[src/vsb_pkg.sv]
// Shared constants for the vector sphere blend block.
package vsb_pkg;

  // Register indexes on the configuration port (byte address is 4 * index).
  localparam int unsigned REG_BYPASS = 0;

  // Byte address to register index shift.
  localparam int unsigned REG_ADDR_SHIFT = 2;

  // Per-stage control carried along every cell of the chains.
  typedef struct packed {
    logic valid;
  } stage_ctrl_t;

endpackage

[src/vsb_sqrt_cell.sv]
// One digit cell of the pipelined integer square root chain.
module vsb_sqrt_cell #(
  parameter int W     = 24,
  parameter int STAGE = 0,
  parameter int SW    = 120
) (
  input  logic                   clk_i,
  input  logic                   rst_ni,
  input  vsb_pkg::stage_ctrl_t   ctrl_i,
  input  logic [2*W-1:0]         n_i,
  input  logic [2*W-1:0]         res_i,
  input  logic [SW-1:0]          side_i,
  output vsb_pkg::stage_ctrl_t   ctrl_o,
  output logic [2*W-1:0]         n_o,
  output logic [2*W-1:0]         res_o,
  output logic [SW-1:0]          side_o
);

  localparam logic [2*W-1:0] BIT_C = {{(2*W-1){1'b0}}, 1'b1} << (2 * (W - 1 - STAGE));

  vsb_pkg::stage_ctrl_t ctrl_q;
  logic [2*W-1:0] n_d, n_q, res_d, res_q, trial;
  logic [SW-1:0]  side_q;

  always_comb begin
    trial = res_i + BIT_C;
    if (n_i >= trial) begin
      n_d   = n_i - trial;
      res_d = (res_i >> 1) + BIT_C;
    end else begin
      n_d   = n_i;
      res_d = res_i >> 1;
    end
  end

  always_ff @(posedge clk_i or negedge rst_ni) begin
    if (!rst_ni) begin
      ctrl_q <= '0;
    end else begin
      ctrl_q <= ctrl_i;
    end
  end

  always_ff @(posedge clk_i) begin
    n_q    <= n_d;
    res_q  <= res_d;
    side_q <= side_i;
  end

  assign ctrl_o = ctrl_q;
  assign n_o    = n_q;
  assign res_o  = res_q;
  assign side_o = side_q;

endmodule

[config.mk]
export PLATFORM = sky130hd
export DESIGN_NAME = vsb_sqrt_cell
export DESIGN_NICKNAME = d
export VERILOG_FILES = /design/src/vsb_pkg.sv /design/src/vsb_sqrt_cell.sv
export SDC_FILE = /design/constraint.sdc
export NUM_CORES = 1
export LEC_CHECK = 0
export ABC_CLOCK_PERIOD_IN_PS = 800
export BUFFER_PORTS_ARGS = -buffer_cell sky130_fd_sc_hd__buf_4
export CELL_PAD_IN_SITES_DETAIL_PLACEMENT = 1
export CELL_PAD_IN_SITES_GLOBAL_PLACEMENT = 1
export CORE_AREA = 2 2 169 171
export DETAILED_ROUTE_END_ITERATION = 7
export DIE_AREA = 0 0 171 173
export HOLD_SLACK_MARGIN = 0.08
export PLACE_DENSITY_LB_ADDON = 0.3
export RECOVER_POWER = 100
export SLEW_MARGIN = 20
export SYNTH_ARGS = -nofsm -noshare
export SYNTH_HDL_FRONTEND = slang
export SYNTH_SLANG_ARGS = --single-unit
[constraint.sdc]
create_clock -name clk_i -period 0.8 [get_ports clk_i]
set_input_delay 0.04 -clock clk_i [delete_from_list [all_inputs] [get_ports clk_i]]
set_output_delay 0.04 -clock clk_i [all_outputs]
set_load 0.01 [all_outputs]
Word level (Yosys, flattened, before mapping)
Index checks and enable logic that the tools add are counted.
Storage, ports and cells
  bits in latches: 0
  memories kept: 0
  output and inout bits: 217
  input port bits: 219
  memory bits (writable): 0
  bits in read-only memories: 0
  register bits after elaboration: 217
  word-level logic and storage cells: 11
Operators by class
  eq/ne operators: 0
  divide/modulo/power cells: 0
  multiply operators: 0
  bitwise gates (word level): 0
  magnitude comparators: 1
  add/subtract/negate cells: 3
  reduce and logical (&&, ||, !) cells: 0
  multiplexer cells: 2
  shift-type cells: 0
Operators with widths (number)
  $add A47 B47 Y48 const B: 1
  $add A48 B47 Y48 const B: 1
  $ge A48 B48 Y1: 1
  $mux W48: 1
  $sub A48 B48 Y48: 1
  $mux W47: 1

Logic depth before layout (Yosys ltp)
  word-level depth: 3
  mapped depth: 13

Worst setup path after synthesis
OpenSTA, ideal clock, no wires.
  kind: input-to-reg
  from: input n_i[0]
  to: register n_q[10], in the netlist n_o[10]
  buffers on the path: 1
  path slack: -1557 ps
  arrival time: 2236 ps
  stages: 11
  library setup time: 121 ps
  cells stage by stage: inv_1 ha_1 fa_1 nand2b_1 a21oi_1 nor4b_1 o21ai_1 a31oi_4 a21oi_4 buf_2 mux2_2
On the way
  word-level cells in the longest chain between the ends: 2
  elaborated cells on any way between the ends: 3
  those cells by class: 1 x add/sub; 1 x order compare; 1 x mux
Ends and longest elaborated chain
  from (decl): line vsb_sqrt_cell.sv:10  | input logic [2*W-1:0] n_i,
  $sub A48 B48 Y48 / $ge A48 B48 Y1 (equally long branches): line vsb_sqrt_cell.sv:28, vsb_sqrt_cell.sv:27
  $mux W48 *: line vsb_sqrt_cell.sv:27  | if (n_i >= trial) begin
  net n_d[10]: line vsb_sqrt_cell.sv:22  | logic [2*W-1:0] n_d, n_q, res_d, res_q, trial;
  to (signal assigned): line vsb_sqrt_cell.sv:45  | n_q <= n_d;
  to (decl): line vsb_sqrt_cell.sv:22
Mark *: on every way through the listed nets, which the timed path passes. The rest lies on a longest branch.
A chain may end at the register's enable or synchronous reset.

Final worst setup path
  from: input res_i[8]
  to: register n_q[38], in the netlist n_o[38]
On the way
  word-level cells in the longest chain between the ends: 3
  elaborated cells on any way between the ends: 4
  those cells by class: 2 x add/sub; 1 x order compare; 1 x mux
Ends and longest elaborated chain
  from (decl): line vsb_sqrt_cell.sv:11  | input logic [2*W-1:0] res_i,
  $add A48 B47 Y48 *: line vsb_sqrt_cell.sv:26  | trial = res_i + BIT_C;
  $sub A48 B48 Y48 / $ge A48 B48 Y1 (equally long branches): line vsb_sqrt_cell.sv:28, vsb_sqrt_cell.sv:27
  $mux W48 *: line vsb_sqrt_cell.sv:27
  net n_d[38]: line vsb_sqrt_cell.sv:22
Marked as above.

==> results.md <==
- The count of synthesis-stage warnings from yosys is 0.
- The number of sinks on the clock net is between 200 and 250.
- From bottom edge to top edge, the die measures about 170 um.
- Yosys attributes the largest share of cell area to sky130_fd_sc_hd__dfxtp_1, sky130_fd_sc_hd__ha_1, sky130_fd_sc_hd__mux2_2, sky130_fd_sc_hd__a21oi_1, sky130_fd_sc_hd__xnor2_1.
- For this run, the top clock speed supported by timing is 0.4620 GHz.
- The via count of the first global-routing pass came to ~11000.
- Clock tree synthesis inserted a total of 26 buffers.
- Setup repair after global routing could not meet its margin everywhere.
- The mean area per synthesized cell is 10.48 sq um.
- Of the cells placed in the final design, the portion with a size suffix greater than 1 is 66.04%.
- The floorplan has 61 rows.
- At the worst endpoint, the required time is 1.22 ns.
- Of the available clock period, the critical path in the final layout requires 270.6%.
- For this run, design rule violations remaining after detail routing come to 0.
- The instance count along the most critical hold path is 2.
- The library cell occupying the most area in the post-synthesis netlist is sky130_fd_sc_hd__dfxtp_1.
- The mean number of vias per cell is slightly below 5.
- The post-synth net total is 1038.
- After layout, the worst setup slack is -1.365 ns.
- In this run, flip-flops and latches consume roughly a third of the power.
- Global routing consumed, over all layers together, 33.88% of the routing resources.
- For this run, the share of the core covered by cells in the final layout is 68.04%.
- The hold violation total from the final report came to 4.
- The element type at the critical path end is a register.
- The share of total power in combinational logic is 32.2%.
- The checks that failed: negative hold slack, negative setup slack.
- The routed layout has 9870 vias.
- Of the total power, the clock network draws 34.2%.
- The total leakage power is between 8 and 9 nW.
- For the finished layout, the period the worst path requires is 2.165 ns.
- The cell chosen for the clock root is sky130_fd_sc_hd__clkbuf_16.
- Counting flops and latches in the post-synthesis netlist gives 217.
- The number of port buffers is 435.
- For this design the ratio of total power to cell area is roughly 2000 nW/um^2.
- The maximum fanout encountered on the critical timing path is 6.
- At the end of the flow, the number of nets in the layout was ~1900.
- Entering global routing, the biggest net connects 14 pins.
- After the first detailed-routing iteration, the DRC count stood at 518.
- The final layout contains routed wiring with a total length of approximately 55 mm.
- For this configuration, the core starts out at a cell density of 29.22%.
- The number of enable-type register cells in the synthesized netlist is 0.
- Summed over all layers, the global routing overflow is 0.
- In the layout the commonest cells are sky130_fd_sc_hd__buf_4, sky130_fd_sc_hd__buf_6, sky130_fd_sc_hd__dlygate4sd3_1, sky130_fd_sc_hd__dfxtp_2, sky130_fd_sc_hd__a21oi_1.
- IR analysis of the VDD net gives a maximum drop of 1676 uV.
- The hold path endpoint is n_o[12]$_DFF_P_.
- For this run, asynchronously set or reset flops after synthesis account for 0.4608%.
- Leaving out fill and tap cells, the most frequent cell in the layout is sky130_fd_sc_hd__buf_4.
- The layout-stage area growth over the synthesis result is 132.9%.
- Routability-driven placement finished with a final weighted congestion of ~0.85.
- Headroom to the max-slew limit came out at 66.39%.
- In the final routed layout, each cell accounts on average for 26.95 um.
- The share of synthesized area in the top cell type comes to 53.56%.
- Once detail routing completed, the nets flagged for antenna violations numbered 0.
- The min-delay analysis places its worst path in the category in2reg.
- The cell area after technology mapping is just over 8000 sq um.
- The region available for standard cell placement spans 27630 sq um.
- TritonCTS built the clock tree.
- The arrival time of data at the critical path endpoint is 2.59 ns.
- The run finished, with violations left.
- During I/O placement, the number of pins put on the boundary was 436.
- The most used flip-flop cell after synthesis is sky130_fd_sc_hd__dfxtp_1.
- The tool flagged a number of max-cap violations equal to 0.
- The number of distinct library cell variants in the gate-level netlist after synthesis is slightly below 60.
- The first global-routing pass estimated 74.58 mm of wire.
- The pre-antenna-repair detailed-routing pass consisted of 4 iterations.
- The floorplan step defined a die boundary enclosing 29580 sq um.
- The worst slack on hold paths is -0.2557 ns.
- The worst setup path is launched from an input pin.
- In this run the number of H-tree levels came out at 1.
- The number of antenna violations at the first check in global routing is 6.
- The fraction of power spent switching nets is 29.88%.
- The register clock-pin slew on the reported worst setup and hold paths is ~0.060 ns.
- The count of pins over their slew limit came to 0.
- The gate count after technology mapping is 770.
- The transition time at the pin with the least slew margin is between 0.5 and 0.6 ns.
- The internal power component is 26.06 mW.
- The HPWL after detailed placement is about 30 mm.
- The maximum number of buffers from clock root to sink is 3.
- The net load switching power is 11.10 mW.
- The post-placement worst setup slack is -2.128 ns.
- Setup violations remaining at the end of the flow were counted as ~270.
- The origin of the worst min-delay path is n_i[12].
- The sequential area share after synthesis is between 50% and 60%.
- The classification of the worst setup path is in2reg.
- The die is between 150 and 200 um wide.
==> per-layer routing <==
metal	wire length, um	GRT usage, %	vias to the layer above
met5	0	0	-
met2	28300	60.23	461
met1	18840	35.27	4829
li1	-	-	4397
met3	3650	8.560	183
met4	4045	21.29	0
==> power by group through the flow <==
stage | Clock (mW) | Combinational [mW] | Sequential, mW
after CTS | 12.5 | 11.1 | 12.4
after floorplan | 0 | 3.09 | 12.7
final | 12.7 | 12.0 | 12.5
after global placement | 0 | 7.84 | 12.2
after global routing | 13.2 | 12.5 | 12.6
after detailed placement | 0 | 7.98 | 12.3
==> cells in the mapped netlist (all sizes together), types with 2 or more instances <==
cell and count:
nand3b 5, nand2b 7, inv 54, and3 7, nor2 30, and2 4
dfxtp 216, a21oi 64, xor2 18, xnor2 25, clkbuf 8, o21a 5
nor2b 10, o21bai 6, mux2 42, o211ai 6, a31oi 10, or3 6
a21o 19, mux2i 3, a22oi 2, ha 48, a31o 2, nand2 46
a211o 2, o21ai 37, nand3 15, nor3 13, buf 21, a21boi 2
nand4 17
==> through the flow <==
step / hold slack (ns) / setup TNS (ns) / total power, mW / cells / cell area [sq um]
after floorplan: -0.2556 / -65.69 / 15.79 / 770 / 8442
after global placement: -0.1846 / -83.93 / 20.09 / 1730 / 13260
after detailed placement: -0.1833 / -87.24 / 20.24 / 1730 / 13260
after CTS: -0.2740 / -100.06 / 35.89 / 2012 / 18450
after global routing: -0.2572 / -112.06 / 38.28 / 2032 / 18790
final: -0.2557 / -103.69 / 37.16 / 2035 / 18800
==> state kept, by name (all words and copies together), names as in the netlist <==
name	count
res_o	48
n_o	48
side_o	120
ctrl_o	1
==> worst max-delay path by stage <==
stage               startpoint              end  slack (ns)  cells past startpoint
finish                res_i[8]  n_o[38]$_DFF_P_       -1.36                     14
global route          res_i[8]  n_o[38]$_DFF_P_       -1.46                     14
CTS                     n_i[0]  n_o[38]$_DFF_P_       -1.18                     14
detailed placement      n_i[0]  n_o[46]$_DFF_P_       -2.13                     13
global placement        n_i[0]  n_o[46]$_DFF_P_       -2.13                     13
floorplan             res_i[1]  n_o[41]$_DFF_P_       -1.38                     11
==> kinds of logic after synthesis <==
logic type | Yosys count | synth area share (%)
flip-flops | 217 | 53.87
AO/OA/AOI/OAI | 166 | 12.86
XOR/XNOR | 43 | 4.665
adder cells (fa/ha/maj) | 49 | 7.688
AND/OR/NAND/NOR | 167 | 10.40
multiplexers | 45 | 6.231
buffers and inverters | 83 | 4.278
==> area by class of cell <==
type                            count  area (sq um)
Clock inverter                     14         170.2
Fill cell                        2790          8831
Inverter                           54         240.2
Sequential cell                   217          4616
Multi-Input combinational cell    470          4388
Antenna cell                        8         20.02
Tap cell                          378         473.0
Timing Repair Buffer              864          8184
Clock buffer                       30         706.9
==> worst max-delay path: stages <==
cell                       delay (ns)
sky130_fd_sc_hd__buf_4           0.09
sky130_fd_sc_hd__inv_1           0.09
sky130_fd_sc_hd__ha_4            0.34
sky130_fd_sc_hd__nand3_4         0.11
sky130_fd_sc_hd__buf_4           0.16
sky130_fd_sc_hd__nor3_2          0.27
sky130_fd_sc_hd__o311ai_4        0.19
sky130_fd_sc_hd__o211ai_1        0.21
sky130_fd_sc_hd__a21oi_2         0.15
sky130_fd_sc_hd__buf_4           0.16
sky130_fd_sc_hd__o211ai_1        0.24
sky130_fd_sc_hd__a21oi_1         0.13
sky130_fd_sc_hd__xnor2_1         0.14
sky130_fd_sc_hd__mux2_4          0.25
==> what timing repair did <==
item                                    in CTS  in global routing
hold endpoints to repair                   218                  8
pin swaps                                   55                 37
setup buffers                               22                 15
hold buffers                               211                  3
cloned                                       5                  0
resized for setup                          580                 92
endpoints found under the setup margin     267                267
(Power assumes the default switching activity.)
