[config.mk]
export PLATFORM = sky130hd
export DESIGN_NAME = vsb_div_cell
export DESIGN_NICKNAME = d
export VERILOG_FILES = /design/src/vsb_pkg.sv /design/src/vsb_div_cell.sv
export SDC_FILE = /design/constraint.sdc
export NUM_CORES = 1
export LEC_CHECK = 0
export BUFFER_PORTS_ARGS = -buffer_cell sky130_fd_sc_hd__clkbuf_2
export CAP_MARGIN = 40
export CELL_PAD_IN_SITES_DETAIL_PLACEMENT = 1
export CELL_PAD_IN_SITES_GLOBAL_PLACEMENT = 2
export CORE_AREA = 2 2 263 265
export DETAILED_ROUTE_END_ITERATION = 6
export DIE_AREA = 0 0 265 267
export GPL_TIMING_DRIVEN = 0
export PLACE_DENSITY = 0.74
export SYNTH_ARGS = -nofsm -noshare
export SYNTH_HDL_FRONTEND = slang
export SYNTH_SLANG_ARGS = --single-unit
[constraint.sdc]
create_clock -name clk_i -period 0.8 [get_ports clk_i]
set_input_delay 0.04 -clock clk_i [delete_from_list [all_inputs] [get_ports clk_i]]
set_output_delay 0.04 -clock clk_i [all_outputs]
set_load 0.05 [all_outputs]
[src/vsb_pkg.sv]
// Shared constants for the vector sphere blend block.
package vsb_pkg;

  // Register indexes on the configuration port (byte address is 4 * index).
  localparam int unsigned REG_BYPASS = 0;

  // Byte address to register index shift.
  localparam int unsigned REG_ADDR_SHIFT = 2;

  // Per-stage control carried along every cell of the chains.
  typedef struct packed {
    logic valid;
  } stage_ctrl_t;

endpackage

[src/vsb_div_cell.sv]
// One quotient-bit cell of the pipelined restoring divider, three lanes wide.
module vsb_div_cell #(
  parameter int W  = 24,
  parameter int F  = 20,
  parameter int K  = 0,
  parameter int SW = 120
) (
  input  logic                 clk_i,
  input  logic                 rst_ni,
  input  vsb_pkg::stage_ctrl_t ctrl_i,
  input  logic [W+F-1:0]       rem_i [3],
  input  logic [F:0]           q_i   [3],
  input  logic [W-1:0]         len_i,
  input  logic [SW-1:0]        side_i,
  output vsb_pkg::stage_ctrl_t ctrl_o,
  output logic [W+F-1:0]       rem_o [3],
  output logic [F:0]           q_o   [3],
  output logic [W-1:0]         len_o,
  output logic [SW-1:0]        side_o
);

  localparam logic [F:0] QBIT_C = {{F{1'b0}}, 1'b1} << K;

  vsb_pkg::stage_ctrl_t ctrl_q;
  logic [W+F:0]   trial;
  logic [W+F-1:0] rem_d [3];
  logic [W+F-1:0] rem_q [3];
  logic [F:0]     q_d   [3];
  logic [F:0]     q_q   [3];
  logic [W-1:0]   len_q;
  logic [SW-1:0]  side_q;

  assign trial = {{(F+1){1'b0}}, len_i} << K;

  always_comb begin
    for (int i = 0; i < 3; i++) begin
      if ({1'b0, rem_i[i]} >= trial) begin
        rem_d[i] = rem_i[i] - trial[W+F-1:0];
        q_d[i]   = q_i[i] | QBIT_C;
      end else begin
        rem_d[i] = rem_i[i];
        q_d[i]   = q_i[i];
      end
    end
  end

  always_ff @(posedge clk_i or negedge rst_ni) begin
    if (!rst_ni) begin
      ctrl_q <= '0;
    end else begin
      ctrl_q <= ctrl_i;
    end
  end

  always_ff @(posedge clk_i) begin
    rem_q  <= rem_d;
    q_q    <= q_d;
    len_q  <= len_i;
    side_q <= side_i;
  end

  assign ctrl_o = ctrl_q;
  assign rem_o  = rem_q;
  assign q_o    = q_q;
  assign len_o  = len_q;
  assign side_o = side_q;

endmodule

=== Word-level counts from Yosys, hierarchy flattened ===
Cells that the tools add are included.

* Register bits after elaboration: 340
* Input port bits: 342
* Output and inout port bits: 340
* Logic and storage cells: 21

* Add/subtract/negate cells: 3
* Magnitude comparators: 3
* Multiplexer cells: 3

{| class="wikitable"
|+ Operators with widths
! cell !! number
|-
| $ge A44 B24 Y1 || 3
|-
| $mux W44 || 3
|-
| $sub A44 B24 Y44 || 3
|}

=== Longest topological paths before layout ===
Gate-level depths: netlist of run 1.

* Depth after elaboration: 2
* Gate-level depth with buffers: 13
* Depth with buffers taken out: 11

=== Worst setup path after synthesis of run 1 ===
No wires, ideal clock.

* Path type: input-to-reg
* Start point: in rem_i[0] in the netlist's numbering
* End point: reg rem_q, in the netlist rem_o[35]
* Library setup time: 0.118 ns
* Data arrival time: 2.618 ns
* Data required time: 0.682 ns
* Path slack: -1.936 ns
* Cell stages on the path: 11
* Buffers on the path: 0
* Cell sequence: inv_1 > ha_1 > fa_1 > nand2b_1 > a21o_1 > a32oi_1 > a21oi_1 > o2111a_1 > nor4b_2 > nand4b_1 > xnor2_1

{| class="wikitable"
|+ RTL lines
! what !! RTL line !! text
|-
| start: declaration || vsb_div_cell.sv:11 || <nowiki>input logic [W+F-1:0] rem_i [3],</nowiki>
|-
| end signal: assignment || vsb_div_cell.sv:56 || <nowiki>rem_q <= rem_d;</nowiki>
|-
| end: declaration || vsb_div_cell.sv:27 || <nowiki>logic [W+F-1:0] rem_q [3];</nowiki>
|}

==> flow_metrics.env, run 1 <==
export IMPL_layout_setup_ws_ns=-1.50
export IMPL_status="finished, violations left"
export IMPL_num_vias=16100
export IMPL_place_ws_ns=-2.64
export IMPL_failed_checks="DRC, hold timing, setup timing"
export IMPL_cts_clk_slew_worst_paths_ns=0.06
export IMPL_core_area_mm2=0.0680
export IMPL_power_mw=64.8
export IMPL_portBuffers=680
export IMPL_grt_overflow=0
export IMPL_syn_to_final_growth_pct=163
export IMPL_worstHoldPathCells=1
export IMPL_synth_nets=1709
export IMPL_cp_top_family="simple AND/OR/NAND/NOR gates"
export IMPL_synthFlopType="dfxtp_1"
export IMPL_crit_start="rem_i[75]"
export IMPL_worst_pin_slew_ns=1.10
export IMPL_whs_ns=-0.370
export IMPL_grt_use_total_pct=25.5
export IMPL_initial_core_util_pct=19.1
export IMPL_arrival_ns=2.76
export IMPL_grt_pass1_vias=17300
export IMPL_worstPathRequired_ns=1.25
export IMPL_dr_pass1_iters=7
export IMPL_numCtsBuffers=44
export IMPL_fin_crit_ns=2.30
export IMPL_dpl_hpwl_mm=62.8
export IMPL_die_w_um=265
export IMPL_dieArea_mm2=0.0708
export IMPL_cp_slowest_stage_delay_ns=0.63
export IMPL_critPathMaxFanout=6
export IMPL_crit_chain="clkbuf_2 -> nor4_1 -> nor4b_4 -> nand3_1 -> or4_4 -> and3_4 -> o211ai_4 -> buf_4 -> nor2_2 -> xor2_2"
export IMPL_antenna_left=0
export IMPL_drt_iter0_drc=745
export IMPL_hold_class="in -> reg"
export IMPL_async_reset_ff_share_pct=0.294
export IMPL_post_route_util_pct=50.2
export IMPL_yosysWarnings=0
export IMPL_die_h_um=267
export IMPL_drv_cap=0
export IMPL_rows=96
export IMPL_cp_end_kind="flip-flop"
export IMPL_finalMaxSlewViolations=0
export IMPL_hp_start="len_i[0]"
export IMPL_p_per_area_mw_per_mm2=1900
export IMPL_max_freq_mhz=434
export IMPL_path_depth=10
export IMPL_instances_no_fill=3480
export IMPL_syn_inst=1292
export IMPL_gp_congestion=0.927
export IMPL_cts_root_buf="clkbuf_16"
export IMPL_htreeDepth=2
export IMPL_slew_headroom_pct=26.3
export IMPL_rsz0062_at_grt="true"
export IMPL_ys_ff_latch=340
export IMPL_p_leak_nw=14.8
export IMPL_final_period_utilization_pct=288
export IMPL_final_nets=2968
export IMPL_hold_violations=23
export IMPL_crit_path_start_kind="input pin"
export IMPL_drive_gt1_share_pct=66.1
export IMPL_dpl_cell_count=2855
export IMPL_detail_route_wl_per_cell_um=28.5
export IMPL_critPathBufInv=2
export IMPL_clk_path_buf_depth=3
export IMPL_synth_distinct_cells=69
export IMPL_setup_viol_count_final=475
export IMPL_max_vdd_ir_drop_mv=1.56
export IMPL_ys_seq_area_share_pct=52.4
export IMPL_via_per_inst=4.63
export IMPL_totalWireLength_mm=99.3
export IMPL_avgSynthCellArea_um2=10.1
export IMPL_drc=2
export IMPL_cts_tree="done"
export IMPL_cts_sinks=340
export IMPL_io_pins=682
export IMPL_syn_area_mm2=0.0130
export IMPL_path_class="in -> reg"
export IMPL_antenna_found_initial=28
export IMPL_final_cell_area_mm2=0.0342
export IMPL_grt_pass1_wl_mm=130
export IMPL_placed_area_mm2=0.0182
export IMPL_crit_slowest_cell="or4_4"
export IMPL_grt_max_degree=13
export IMPL_synth_edf_count=0
## final cells by class
class                   instances  area (um^2)
diodes                         15         37.5
multi-input cells             862         8420
flip-flops and latches        340         7280
inverters                      52          358
plain buffers                  21          339
well taps                     882         1100
clock inverters                17          208
clock buffers                  61         1250
fillers                      6821        33800
repair buffers               1230        15200
## cell usage after synthesis, types with 7 or more instances
cell type	count	area [um^2]
nand4_1	18	113
nor2_1	86	323
and2_1	9	56.3
or3_1	10	62.6
o211ai_1	12	90.1
a21oi_1	88	440
mux2_2	12	135
or4_1	12	90.1
nor3_1	29	145
nand3_1	20	100
or2_2	8	50.1
a211oi_1	10	75.1
a21o_1	26	195
dfxtp_1	339	6790
buf_2	7	35.0
nand2_1	100	375
o31ai_1	8	60.1
a31oi_1	12	75.1
nor4_1	23	144
ha_1	72	901
xnor2_1	55	482
o21ai_0	77	385
inv_1	52	195
o21a_1	16	120
clkbuf_1	31	116
nand2b_1	14	87.6
xor2_1	58	508
## layer usage
layer  global-route usage, %  vias up  part of all wire (%)
met4                    11.7       18                   5.9
met1                    27.2     8019                    36
met3                    7.86      256                   7.5
li1                        -     7128                     -
met2                    46.1      681                    51
met5                       0        -                  0.12
## where the power goes
group | internal (mW) | switching (mW)
sequential | 18.9 | 1.32
combinational | 11.6 | 12.4
clock | 12.0 | 8.59
## flip-flops by register name, summed over array words and instances (netlist names)
register / flops
q_o: 63
rem_o: 132
side_o: 120
ctrl_o: 1
len_o: 24
## layout by cell type, fill, tap and decap left out, types with 18 or more instances in the layout
master and instances:
inv_1 27, ha_1 19, a21oi_1 47, dfxtp_2 322, nand2_1 58, buf_8 110, buf_12 27, clkbuf_16 307
buf_6 54, ha_4 51, clkbuf_8 18, nand2_2 20, xor2_1 54, o21ai_0 26, xnor2_1 42, a21o_1 26
nand2_4 22, clkbuf_2 314, buf_4 138, nand4_1 18, a21oi_2 28, nor2_4 19, o21ai_2 27, nor2_1 59
dlygate4sd3_1 327
## through the flow
step	setup TNS, ns	hold slack, ns
detailed placement	-288.84	-0.183
CTS	-285.85	-0.406
global placement	-287.08	-0.186
finish	-281.37	-0.370
global route	-300.27	-0.403
floorplan	-181.92	-0.256
## path summary, 6_finish.rpt
check                       endpoint  slack [ns]
worst max-delay path       rem_o[77]       -1.50
worst min-delay path        len_o[0]       -0.37
max in group asynchronous     ctrl_o        0.32
min in group asynchronous     ctrl_o        0.35
## timing repair
action	CTS	global route
hold endpoints to repair	341	40
cloned	9	0
buffers inserted	114	108
endpoints found under the setup margin	475	475
pin swaps	124	115
hold buffers	311	19
resized for setup	1675	347
## logic make-up (layout without fill, tap and decap cells)
family,count (synthesis),in the layout,synth area share [%]
compound gates,296,297,14.4
xor+xnor,113,113,7.62
fa+ha+maj,75,75,7.39
buf+inv,91,1381,2.75
flops,340,340,52.4
mux,13,13,1.12
other cells,0,15,0
simple gates,364,364,14.3
No activity file was read; power rests on OpenSTA's default activity.
==> run 2: changes to the inputs <==
--- a/config.mk
+++ b/config.mk
@@ -5,15 +5,16 @@
 export SDC_FILE = /design/constraint.sdc
 export NUM_CORES = 1
 export LEC_CHECK = 0
+export ABC_AREA = 1
 export BUFFER_PORTS_ARGS = -buffer_cell sky130_fd_sc_hd__clkbuf_2
 export CAP_MARGIN = 40
 export CELL_PAD_IN_SITES_DETAIL_PLACEMENT = 1
 export CELL_PAD_IN_SITES_GLOBAL_PLACEMENT = 2
-export CORE_AREA = 2 2 263 265
+export CORE_MARGIN = 2
+export CORE_UTILIZATION = 25
 export DETAILED_ROUTE_END_ITERATION = 6
-export DIE_AREA = 0 0 265 267
 export GPL_TIMING_DRIVEN = 0
-export PLACE_DENSITY = 0.74
+export PLACE_DENSITY = 0.89
 export SYNTH_ARGS = -nofsm -noshare
 export SYNTH_HDL_FRONTEND = slang
 export SYNTH_SLANG_ARGS = --single-unit
==> constraint.sdc (replaced) <==
create_clock -name clk_i -period 2.25 [get_ports clk_i]
set_input_delay 0.1125 -clock clk_i [delete_from_list [all_inputs] [get_ports clk_i]]
set_output_delay 0.1125 -clock clk_i [all_outputs]
set_load 0.05 [all_outputs]
==> run 2 against run 1 <==
The flow now finishes without violations; via count is 24% higher; first-iteration DRC count grew 39%; clock-buffer cell count fell by 12; final cell count grew 27%; die area down 2.6%; sequential power shrank 66%; synthesized cell count up 89%.
==> flow_metrics.env, run 2 <==
export IMPL_status="finished clean"
export IMPL_instances_no_fill=4428
export IMPL_synth_area_leaders="dfxtp_1 41%, nand2_1 19%, inv_1 9.4%"
export IMPL_cp_end_kind="flip-flop"
export IMPL_grt_pass1_vias=21300
export IMPL_max_vdd_ir_drop_mv=0.553
export IMPL_crit_path_start_kind="input pin"
export IMPL_drv_cap=0
export IMPL_yosysWarnings=0
export IMPL_dieArea_mm2=0.0689
export IMPL_syn_area_mm2=0.0167
export IMPL_mostFrequentLayoutCells="859 x nand2_1, 682 x clkbuf_2, 418 x inv_1, 344 x dlygate4sd3_1, 339 x dfxtp_1"
export IMPL_cts_tree="done"
export IMPL_gp_congestion=0.941
export IMPL_max_freq_mhz=450
export IMPL_drt_iter0_drc=1039
export IMPL_grt_pass1_wl_mm=142
export IMPL_core_area_mm2=0.0660
export IMPL_synth_nets=2856
export IMPL_grt_use_total_pct=27.8
export IMPL_antenna_found_initial=41
export IMPL_power_mw=19.8
export IMPL_yosysMostFrequentCell="nand2_1"
export IMPL_dpl_cell_count=3984
export IMPL_htreeDepth=2
export IMPL_layout_setup_ws_ns=0.0298
export IMPL_slew_headroom_pct=64.1
export IMPL_synth_top_area_share_pct=40.6
export IMPL_portBuffers=681
export IMPL_critPathMaxFanout=10
export IMPL_avgSynthCellArea_um2=6.85
export IMPL_antenna_left=0
export IMPL_worst_pin_slew_ns=0.538
export IMPL_syn_to_final_growth_pct=57.2
export IMPL_final_period_utilization_pct=98.7
export IMPL_io_pins=682
export IMPL_ys_top_cells_by_count="865 x nand2_1, 419 x inv_1, 339 x dfxtp_1"
export IMPL_whs_ns=0.0413
export IMPL_clk_path_buf_depth=3
export IMPL_numCtsBuffers=40
export IMPL_num_vias=20000
export IMPL_drive_gt1_share_pct=25.5
export IMPL_hold_class="in -> reg"
export IMPL_cts_root_buf="clkbuf_16"
export IMPL_die_w_um=263
export IMPL_worstPathRequired_ns=2.67
export IMPL_dpl_hpwl_mm=77.6
export IMPL_grt_max_degree=15
export IMPL_synth_edf_count=0
export IMPL_async_reset_ff_share_pct=0.294
export IMPL_totalWireLength_mm=98.1
export IMPL_final_nets=3924
export IMPL_fin_crit_ns=2.22
export IMPL_syn_inst=2439
export IMPL_rows=94
export IMPL_arrival_ns=2.64
export IMPL_largest_register_ff_count=132
export IMPL_path_class="in -> reg"
export IMPL_via_per_inst=4.51
export IMPL_post_route_util_pct=39.8
export IMPL_hold_violations=0
export IMPL_grt_overflow=0
export IMPL_synth_distinct_cells=33
export IMPL_cts_clk_slew_worst_paths_ns=0.07
export IMPL_p_leak_nw=13.6
export IMPL_p_per_area_mw_per_mm2=753
export IMPL_layout_cells_most_common="nand2_1"
export IMPL_synthFlopType="dfxtp_1"
export IMPL_setup_viol_count_final=0
export IMPL_place_ws_ns=-0.552
export IMPL_cts_sinks=340
export IMPL_finalMaxSlewViolations=0
export IMPL_ys_seq_area_share_pct=40.8
export IMPL_detail_route_wl_per_cell_um=22.2
export IMPL_die_h_um=263
export IMPL_yosysTopAreaCell="dfxtp_1"
export IMPL_ys_ff_latch=340
export IMPL_initial_core_util_pct=25.3
export IMPL_drc=0
export IMPL_dr_pass1_iters=7
## run 2: cell types whose count changed in the layout (fill, tap and decap cells not counted), sizes merged, moves of 26 or more
cell / delta
nand2: +769
inv: +388
a21o: -26
nand3: +138
nor2: +178
clkbuf: +84
xor2: -46
buf: -316
## run 2: cell type report
type	instances	area [um^2]
diodes	27	67.6
inverters	428	1620
fillers	8394	39700
multi-input cells	1652	8270
well taps	864	1080
flip-flops and latches	340	6810
clock inverters	23	280
repair buffers	1026	6860
clock buffers	49	1100
plain buffers	19	196
## run 2: logic make-up (layout without fill, tap and decap cells)
| logic type | after synthesis | after routing | synth area share (%) |
|---|---|---|---|
| AOI/OAI and AO/OA | 153 | 153 | 6.06 |
| buffers and inverters | 447 | 1545 | 10.8 |
| and+or+nand+nor | 1367 | 1367 | 33.7 |
| adders and majority gates | 75 | 75 | 5.75 |
| DFF | 340 | 340 | 40.8 |
| xor gates and xnor gates | 57 | 57 | 2.99 |
| other | 0 | 27 | 0 |
## run 2: layer usage
metal / up-vias / part of all wire (%) / track usage (%)
met5: - / 0.16 / 0
met4: 24 / 4.9 / 11.9
met3: 206 / 6.2 / 6.53
met2: 627 / 49 / 49.9
met1: 9483 / 39 / 31.2
li1: 9645 / - / -
## run 2: power breakdown
part / switching (mW) / leakage [nW] / internal (mW)
clock: 2.89 / 0.662 / 4.08
combinational: 4.33 / 10.0 / 1.70
sequential: 0.201 / 2.87 / 6.58
## run 2: timing repair
item / 4_1_cts / 5_1_grt
resized for setup: 0 / 42
endpoints found under the hold margin: 341 / 1
buffers inserted: 0 / 1
endpoints found under the setup margin: 0 / 92
hold buffers: 342 / 2
## run 2: worst max-delay path, stage by stage
cell,delay [ns]
dlygate4sd3_1,0.59
clkbuf_2,0.15
ha_1,0.40
nand2_2,0.12
nor2_4,0.17
nand2_1,0.10
nor2_1,0.13
nand2_2,0.09
nand3_4,0.14
inv_2,0.06
buf_6,0.15
o21ai_0,0.42
## run 2: worst paths after layout
| path | from | to | slack [ns] | cells after the start |
|---|---|---|---|---|
| max | rem_i[64] | rem_o[61] | 0.03 | 12 |
| min | rem_i[89] | rem_o[89] | 0.04 | 4 |
| min in group asynchronous | rst_ni | ctrl_o | 0.42 | 3 |
| max in group asynchronous | rst_ni | ctrl_o | 1.72 | 3 |
## run 2: stage by stage
stage               TNS (ns)  cell area, um^2
global placement      -42.70            21200
CTS                        0            26000
finish                     0            26300
detailed placement    -44.17            21200
global route        -0.00436            26300
floorplan                  0            16700
==> run 3: changes to the inputs <==
--- a/config.mk
+++ b/config.mk
@@ -14,7 +14,8 @@
 export CORE_UTILIZATION = 25
 export DETAILED_ROUTE_END_ITERATION = 6
 export GPL_TIMING_DRIVEN = 0
-export PLACE_DENSITY = 0.89
+export PLACE_DENSITY_LB_ADDON = 0.15
+export SKIP_LAST_GASP = 1
 export SYNTH_ARGS = -nofsm -noshare
 export SYNTH_HDL_FRONTEND = slang
 export SYNTH_SLANG_ARGS = --single-unit
==> run 3 against run 2 <==
The run now ends with hold timing left; wire length grew 6.4%; critical endpoint is now rem_o[16]; worst setup slack gained 0.074 ns; clock-buffer cell count grew 7; sequential cell count is the same; sequential share of layout area grew 0.17 points; final cell count shrank 0.45%.
==> flow_metrics.env, run 3 (synthesis gave the netlist of run 2 again) <==
export IMPL_status="finished, violations left"
export IMPL_failed_checks="hold timing"
export IMPL_mostFrequentLayoutCells="863 x nand2_1, 682 x clkbuf_2, 419 x inv_1, 342 x dlygate4sd3_1, 339 x dfxtp_1"
export IMPL_dr_max_layer_used="met5"
export IMPL_cts_tree="done"
export IMPL_tns_ns=0
export IMPL_max_vdd_ir_drop_mv=0.458
export IMPL_cp_end_kind="flip-flop"
export IMPL_die_w_um=263
export IMPL_htreeDepth=2
export IMPL_p_per_area_mw_per_mm2=747
export IMPL_gp_congestion=0.979
export IMPL_grt_pass1_wl_mm=147
export IMPL_whs_ns=-0.207
export IMPL_power_mw=19.5
export IMPL_numCtsBuffers=40
export IMPL_clk_path_buf_depth=3
export IMPL_via_per_inst=4.53
export IMPL_totalWireLength_mm=104
export IMPL_antenna_left=0
export IMPL_dieArea_mm2=0.0689
export IMPL_dpl_hpwl_mm=87.2
export IMPL_final_period_utilization_pct=95.4
export IMPL_final_nets=3923
export IMPL_grt_use_total_pct=29.3
export IMPL_drive_gt1_share_pct=25.2
export IMPL_arrival_ns=2.62
export IMPL_finalMaxSlewViolations=0
export IMPL_largest_register_ff_count=132
export IMPL_crit_slowest_cell="dlygate4sd3_1"
export IMPL_wl_met3_mm=7.22
export IMPL_rows=94
export IMPL_drc=0
export IMPL_detail_route_wl_per_cell_um=23.7
export IMPL_io_pins=682
export IMPL_drv_cap=0
export IMPL_wl_met1_mm=49.0
export IMPL_crit_chain="dlygate4sd3_1 -> clkbuf_2 -> ha_1 -> inv_1 -> o21ai_1 -> nor2_1 -> nand2_1 -> a21oi_2 -> nand3_4 -> inv_8 -> buf_6 -> nand2_1 -> o21ai_1"
export IMPL_critPathMaxFanout=10
export IMPL_dr_wl_met2_mm=45.8
export IMPL_num_vias=20000
export IMPL_grt_pass1_vias=21000
export IMPL_core_area_mm2=0.0660
export IMPL_portBuffers=681
export IMPL_die_h_um=263
export IMPL_cts_root_buf="clkbuf_16"
export IMPL_drt_iter0_drc=1098
export IMPL_layout_cells_most_common="nand2_1"
export IMPL_path_class="in -> reg"
export IMPL_fillers=8398
export IMPL_cts_clk_slew_worst_paths_ns=0.06
export IMPL_syn_to_final_growth_pct=56.2
export IMPL_cts_sinks=340
export IMPL_multi_input_area_mm2=0.00820
export IMPL_slew_headroom_pct=60.0
export IMPL_grt_overflow=0
export IMPL_initial_core_util_pct=25.3
export IMPL_antenna_found_initial=31
export IMPL_fin_crit_ns=2.15
export IMPL_p_leak_nw=13.6
export IMPL_hold_class="in -> reg"
export IMPL_worst_pin_slew_ns=0.600
export IMPL_max_freq_mhz=466
export IMPL_setup_viol_count_final=0
export IMPL_dr_pass1_iters=5
export IMPL_crit_path_start_kind="input pin"
export IMPL_grt_max_degree=14
export IMPL_hold_violations=2
export IMPL_worstPathRequired_ns=2.72
export IMPL_regArea_mm2=0.00681
export IMPL_cp_slowest_stage_delay_ns=0.54
export IMPL_rsz0062_at_grt="true"
run 3: final timing paths:
kind,startpoint,to,slack [ns],depth (start not counted)
setup / recovery,rem_i[23],rem_o[16],0.10,13
hold / removal,rem_i[88],rem_o[88],-0.21,3
min in group asynchronous,rst_ni,ctrl_o,0.44,3
max in group asynchronous,rst_ni,ctrl_o,1.70,3
run 3: per-stage QoR:
step | instance area (um^2) | cells | worst slack, ns | utilization, %
3_5_place_dp | 21200 | 3984 | -0.560 | 32.1
3_3_place_gp | 21200 | 3984 | -0.549 | 32.1
4_1_cts | 25900 | 4391 | 0.00485 | 39.3
6_report | 26100 | 4408 | 0.104 | 39.6
2_1_floorplan | 16700 | 2439 | 0.367 | -
5_1_grt | 26100 | 4402 | -0.0137 | 39.6
run 3: power by group:
part | internal (mW) | total (mW) | switching (mW)
sequential | 6.58 | 6.82 | 0.248
clock | 3.76 | 6.66 | 2.90
combinational | 1.69 | 6.03 | 4.34
run 3: what timing repair did:
action | in CTS | in global routing
resized for setup | 0 | 28
buffers inserted | 0 | 2
hold buffers | 339 | 3
hold endpoints to repair | 341 | 4
endpoints found under the setup margin | 0 | 105
run 3: area by class of cell:
| cell class | count | area share (%) |
|---|---|---|
| clock inverters | 12 | 0.647 |
| inverters | 428 | 6.20 |
| diodes | 12 | 0.115 |
| multi-input cells | 1652 | 31.4 |
| repair buffers | 1025 | 26.2 |
| well taps | 864 | 4.14 |
| plain buffers | 19 | 0.733 |
| flip-flops and latches | 340 | 26.1 |
| clock buffers | 56 | 4.45 |
run 3: critical path: cells and delay by family:
family          cells  cell delay (ns)
simple gates        4             0.54
buf+inv             5             1.12
fa+ha+maj           1             0.35
compound gates      3             0.50
run 3: per-layer routing:
layer	vias to the layer above	GRT usage [%]
li1	9589	-
met1	9623	40.6
met2	642	46.4
met3	113	6.62
met4	14	6.48
met5	-	0
